## src/hw/rtl/blm_pkg.sv

```systemverilog
// ----------------------------------------------------------------------------
// blm_pkg: shared types, constants and Q24.40 helpers for the minimizer
// Holds the fixed-point type, saturating arithmetic and the control codes.
// ----------------------------------------------------------------------------
package blm_pkg;

    typedef logic signed [63:0] fix_t;

    localparam fix_t FIX_MAX  = 64'sh7FFF_FFFF_FFFF_FFFF;
    localparam fix_t FIX_MIN  = 64'sh8000_0000_0000_0000;
    localparam fix_t GOLD_Q40 = 64'sd419976070785;

    localparam fix_t       RST_LOWER = 64'sd0;
    localparam fix_t       RST_UPPER = 64'sd1099511627776;
    localparam logic [31:0] RST_REL  = 32'd28147;
    localparam logic [62:0] RST_ABS  = 63'd1099512;

    typedef enum logic [1:0] {
        REG_LOWER = 2'd0,
        REG_UPPER = 2'd1,
        REG_REL   = 2'd2,
        REG_ABS   = 2'd3
    } reg_idx_t;

    typedef enum logic {
        KIND_START = 1'b0,
        KIND_VALUE = 1'b1
    } kind_t;

    typedef enum logic [1:0] {
        PH_IDLE  = 2'd0,
        PH_FIRST = 2'd1,
        PH_RUN   = 2'd2,
        PH_DONE  = 2'd3
    } phase_t;

    // One queued item as the sequencer sees it.
    typedef struct packed {
        logic  valid;
        kind_t kind;
        fix_t  point;
        fix_t  value;
    } item_t;

    typedef struct packed {
        logic        done;
        fix_t        prod;
        logic [63:0] raw48;
        logic        over48;
    } mul_rsp_t;

    typedef struct packed {
        logic done;
        fix_t quo;
    } div_rsp_t;

    typedef enum logic [4:0] {
        ST_IDLE, ST_START_MUL, ST_START_SET, ST_UPDATE, ST_TOL, ST_T2, ST_CHECK,
        ST_P1, ST_P2, ST_P3, ST_P4, ST_P5, ST_P6,
        ST_C1, ST_C2, ST_C3, ST_C4, ST_DIV, ST_U1, ST_U2,
        ST_G1, ST_G2, ST_FIN, ST_EMIT
    } state_t;

    function automatic fix_t sadd(fix_t a, fix_t b);
        logic signed [64:0] s;
        s = {a[63], a} + {b[63], b};
        if (s[64] != s[63]) return s[64] ? FIX_MIN : FIX_MAX;
        return s[63:0];
    endfunction

    function automatic fix_t ssub(fix_t a, fix_t b);
        logic signed [64:0] s;
        s = {a[63], a} - {b[63], b};
        if (s[64] != s[63]) return s[64] ? FIX_MIN : FIX_MAX;
        return s[63:0];
    endfunction

    function automatic fix_t sneg(fix_t a);
        return ssub(64'sd0, a);
    endfunction

    function automatic fix_t sabs(fix_t a);
        return a[63] ? sneg(a) : a;
    endfunction

    function automatic fix_t half_floor(fix_t a);
        return a >>> 1;
    endfunction

    function automatic logic [63:0] mag(fix_t a);
        return a[63] ? (64'd0 - 64'(a)) : 64'(a);
    endfunction

    // Attach a sign to a magnitude and clamp to the signed range.
    function automatic fix_t signed_sat(logic [63:0] m, logic neg, logic over);
        if (neg) begin
            if (over || m > 64'h8000_0000_0000_0000) return FIX_MIN;
            return fix_t'(64'd0 - m);
        end
        if (over || m[63]) return FIX_MAX;
        return fix_t'(m);
    endfunction

endpackage

```

## src/hw/rtl/blm_front.sv

```systemverilog
// ----------------------------------------------------------------------------
// blm_front: input side of the minimizer
// Takes items from the stream, tags them as start or value, and holds them
// in a two-entry queue for the sequencer.
// ----------------------------------------------------------------------------
module blm_front
    import blm_pkg::*;
(
    input  logic  aclk,
    input  logic  aresetn,
    input  logic  s_tvalid,
    output logic  s_tready,
    input  logic  s_command,
    input  fix_t  s_point,
    input  fix_t  s_value,
    input  logic  pop,
    output item_t head
);

    item_t      ent_reg [2];
    logic       wr_ptr_reg, wr_ptr_next;
    logic       rd_ptr_reg, rd_ptr_next;
    logic [1:0] count_reg, count_next;
    logic       push;
    logic       do_pop;
    kind_t      kind;

    assign kind     = s_command ? KIND_VALUE : KIND_START;
    assign s_tready = (count_reg != 2'd2);
    assign push     = s_tvalid && s_tready;
    assign do_pop   = pop && (count_reg != 2'd0);

    always_comb begin
        wr_ptr_next = push ? ~wr_ptr_reg : wr_ptr_reg;
        rd_ptr_next = do_pop ? ~rd_ptr_reg : rd_ptr_reg;
        count_next  = count_reg + {1'b0, push} - {1'b0, do_pop};
    end

    always_comb begin
        head       = ent_reg[rd_ptr_reg];
        head.valid = (count_reg != 2'd0);
    end

    always_ff @(posedge aclk) begin
        if (!aresetn) begin
            wr_ptr_reg <= 1'b0;
            rd_ptr_reg <= 1'b0;
            count_reg  <= 2'd0;
        end else begin
            wr_ptr_reg <= wr_ptr_next;
            rd_ptr_reg <= rd_ptr_next;
            count_reg  <= count_next;
        end
    end

    always_ff @(posedge aclk) begin
        if (push) begin
            ent_reg[wr_ptr_reg] <= '{valid: 1'b1, kind: kind, point: s_point, value: s_value};
        end
    end

endmodule

```

## config.mk

```make
export PLATFORM = sky130hd
export DESIGN_NAME = blm_front
export DESIGN_NICKNAME = d
export VERILOG_FILES = /design/src/hw/rtl/blm_pkg.sv /design/src/hw/rtl/blm_front.sv
export SDC_FILE = /design/constraint.sdc
export NUM_CORES = 1
export LEC_CHECK = 0
export ABC_AREA = 1
export ABC_CLOCK_PERIOD_IN_PS = 5920
export BUFFER_PORTS_ARGS = -buffer_cell sky130_fd_sc_hd__buf_4
export CORE_MARGIN = 2
export CORE_UTILIZATION = 47
export DETAILED_ROUTE_END_ITERATION = 12
export PLACE_DENSITY = 0.86
export SLEW_MARGIN = 20
export SYNTH_ARGS = -nofsm -noshare
export SYNTH_HDL_FRONTEND = slang
export SYNTH_SLANG_ARGS = --single-unit
```

## constraint.sdc

```tcl
create_clock -name aclk -period 5.92 [get_ports aclk]
set_input_delay 0.296 -clock aclk [delete_from_list [all_inputs] [get_ports aclk]]
set_output_delay 0.296 -clock aclk [all_outputs]
set_load 0.005 [all_outputs]
```

==> results.json <==
{
  "reg2reg_depth": 5,
  "maxSlewViolCount": 0,
  "start_util_pct": 47.7,
  "drtIter0Drc": 282,
  "setup_ws_ns": 2.89,
  "max-cap-violations": 0,
  "p_total_mw": 5.40,
  "finalCritPeriodShare_pct": 51.1,
  "synth_top_area_cell": "edfxtp_1",
  "status": "finished, final reports clean",
  "crit_path_end_kind": "primary output",
  "synth_edf_count": 258,
  "startpoint_type": "register",
  "largest_reg_flops": 258,
  "antenna_found_initial": 0,
  "cts_resized": 0,
  "power.leakage_nw": 5.29,
  "rsz0062_at_grt": "false",
  "synth_compound_area_share_pct": 0.104,
  "grt_usage_pct": 19.3,
  "yosys.area_share.simple_pct": 0.822,
  "slew_headroom_pct": 29.0,
  "crit_path_max_fanout": 47,
  "core_sq_um": 20100,
  "cts_buffer_depth": 3,
  "viasPerCell": 4.89,
  "clock_tree.root_cell": "clkbuf_16",
  "dp_hpwl_um": 11800,
  "period_needed_ns": 3.03,
  "worst_slew_pin_slew_ns": 1.07,
  "fin_nets": 986,
  "fin_setup_tns_ns": 0,
  "syn-num-nets": 572,
  "synth_seq_cells": 263,
  "synthCells": 437,
  "die_w_um": 147,
  "clk_pin_slew_worst_paths_ns": 0.06,
  "hold_path_depth": 3,
  "clock_sinks": 263,
  "p_per_area_nw_per_um2": 385,
  "dieArea_sq_um": 21600,
  "wire_per_inst_um": 19.0,
  "cts_max_level": 1,
  "synthXorXnorAreaFrac_pct": 0,
  "cts_buffers": 27,
  "clock_skew_ns": 0.00843,
  "fp-row-count": 52,
  "drc_errors": 0,
  "first_pass_iters": 4,
  "synth_top_cells_by_count": "258 x edfxtp_1, 129 x mux2_2, 13 x buf_6",
  "fmax_ghz": 0.330,
  "syn_area_per_cell_sq_um": 21.9,
  "ir_drop_mv": 0.269,
  "worstSkewPairLatency_ns": 0.52,
  "critical_path_class": "reg2out",
  "syn_to_final_growth_pct": 46.2,
  "synth_area_leaders": "edfxtp_1 81%, mux2_2 15%, buf_6 1.5%, dfxtp_1 1.0%, nand2_1 0.35%",
  "antenna_cells": 0,
  "hold_violations": 0,
  "muxShareOfSynthArea_pct": 15.1,
  "gp_congestion": 0.740,
  "cts_tree": "built",
  "ys_types": 11,
  "grt_overflow_total": 0,
  "synth-adder-area-share_pct": 0.261,
  "yosysWarnings": 0,
  "ys_seq_area_share_pct": 81.8,
  "grt_pass1_vias": 6098,
  "design.portCount": 264,
  "routed_wl_um": 21600,
  "final_layout_size_suffix_gt1_share_pct": 50.2,
  "yosysTopAreaCellShare_pct": 80.8,
  "grt_pass1_wl_um": 32600,
  "ant_nets": 0,
  "vias": 5578,
  "synth_top_family_by_area": "multiplexers",
  "crit_arrival_ns": 2.73,
  "report.final.setup_viol": 0,
  "io_buffer_count": 263,
  "synth_flop_cell": "edfxtp_1",
  "yosysMostFrequentCell": "edfxtp_1",
  "holdWs_ns": 0.0605,
  "dp_worst_setup_slack_ns": 3.23,
  "critPathRequiredTime_ns": 5.62,
  "dieHeight_um": 147,
  "min_path_type": "in2reg",
  "synthArstFlopShare_pct": 0,
  "grt_max_degree": 84,
  "synth_area_sq_um": 9590
}
==> layer usage <==
layer / up-vias / share of wire (%) / GRT usage (%)
li1: 2543 / - / -
met1: 2751 / 36 / 21.9
met2: 238 / 54 / 36.2
met3: 46 / 6.3 / 4.47
met4: 0 / 3.1 / 5.97
met5: - / 0 / 0
==> worst max-delay path: stages, from the launching register on <==
cell and delay [ns]:
dfxtp_4 0.69, buf_16 0.30, buf_4 0.57, mux2_2 0.43
buf_4 0.14
==> cells in the final DEF (no fill, tap or decap) <==
cell type and count:
buf_4 267, edfxtp_1 258, dlygate4sd3_1 130, mux2_2 129, clkbuf_16 27, clkinv_1 10
nand2_1 9, nor2_1 7, inv_1 6, bufinv_16 4, dfxtp_1 4, nand3_1 3
clkbuf_1 3, a21oi_1 2, ha_1 2, clkinvlp_4 2, clkinv_2 2, inv_4 1
nor2_4 1, dfxtp_4 1, clkinv_4 1, buf_12 1, buf_16 1
==> final cells by class <==
class,instances,area [sq um]
Tap cell,270,338
Fill cell,1229,6080
Sequential cell,263,7850
Clock inverter,19,191
Timing Repair Buffer,399,3350
Inverter,7,28.8
Clock buffer,30,687
Multi-Input combinational cell,153,1570
==> power by group <==
| part | leakage, nW | total (mW) | internal (mW) | switching [mW] |
|---|---|---|---|---|
| clock | 0.421 | 1.68 | 1.00 | 0.674 |
| sequential | 2.45 | 2.46 | 2.36 | 0.0971 |
| combinational | 2.42 | 1.27 | 0.721 | 0.548 |
==> worst paths after layout <==
path                     start             end  slack, ns
setup / recovery      register       head[124]       2.89
hold / removal        s_tvalid      wr_ptr_reg       0.06
setup reg to reg  count_reg[0]  ent_reg[1][52]       3.39
hold reg to reg     rd_ptr_reg        register       0.52
==> repair_timing <==
action | 4_1_cts | 5_1_grt
endpoints found under the hold margin | 259 | 0
hold buffers | 130 | 0
buffers inserted | 0 | 0
==> stage by stage <==
stage	util, %	instances	cell area (sq um)
final	69.8	1141	14000
after global routing	69.8	1141	14000
after CTS	69.5	1139	14000
after detailed placement	58.7	960	11800
after global placement	58.7	960	11800
after floorplan	-	437	9590
==> cells by family after synthesis <==
group	count (synthesis)
flops	263
mux	129
buf+inv	21
simple gates	20
compound gates	2
fa+ha+maj	2
Power figures use the tool's default switching activity.
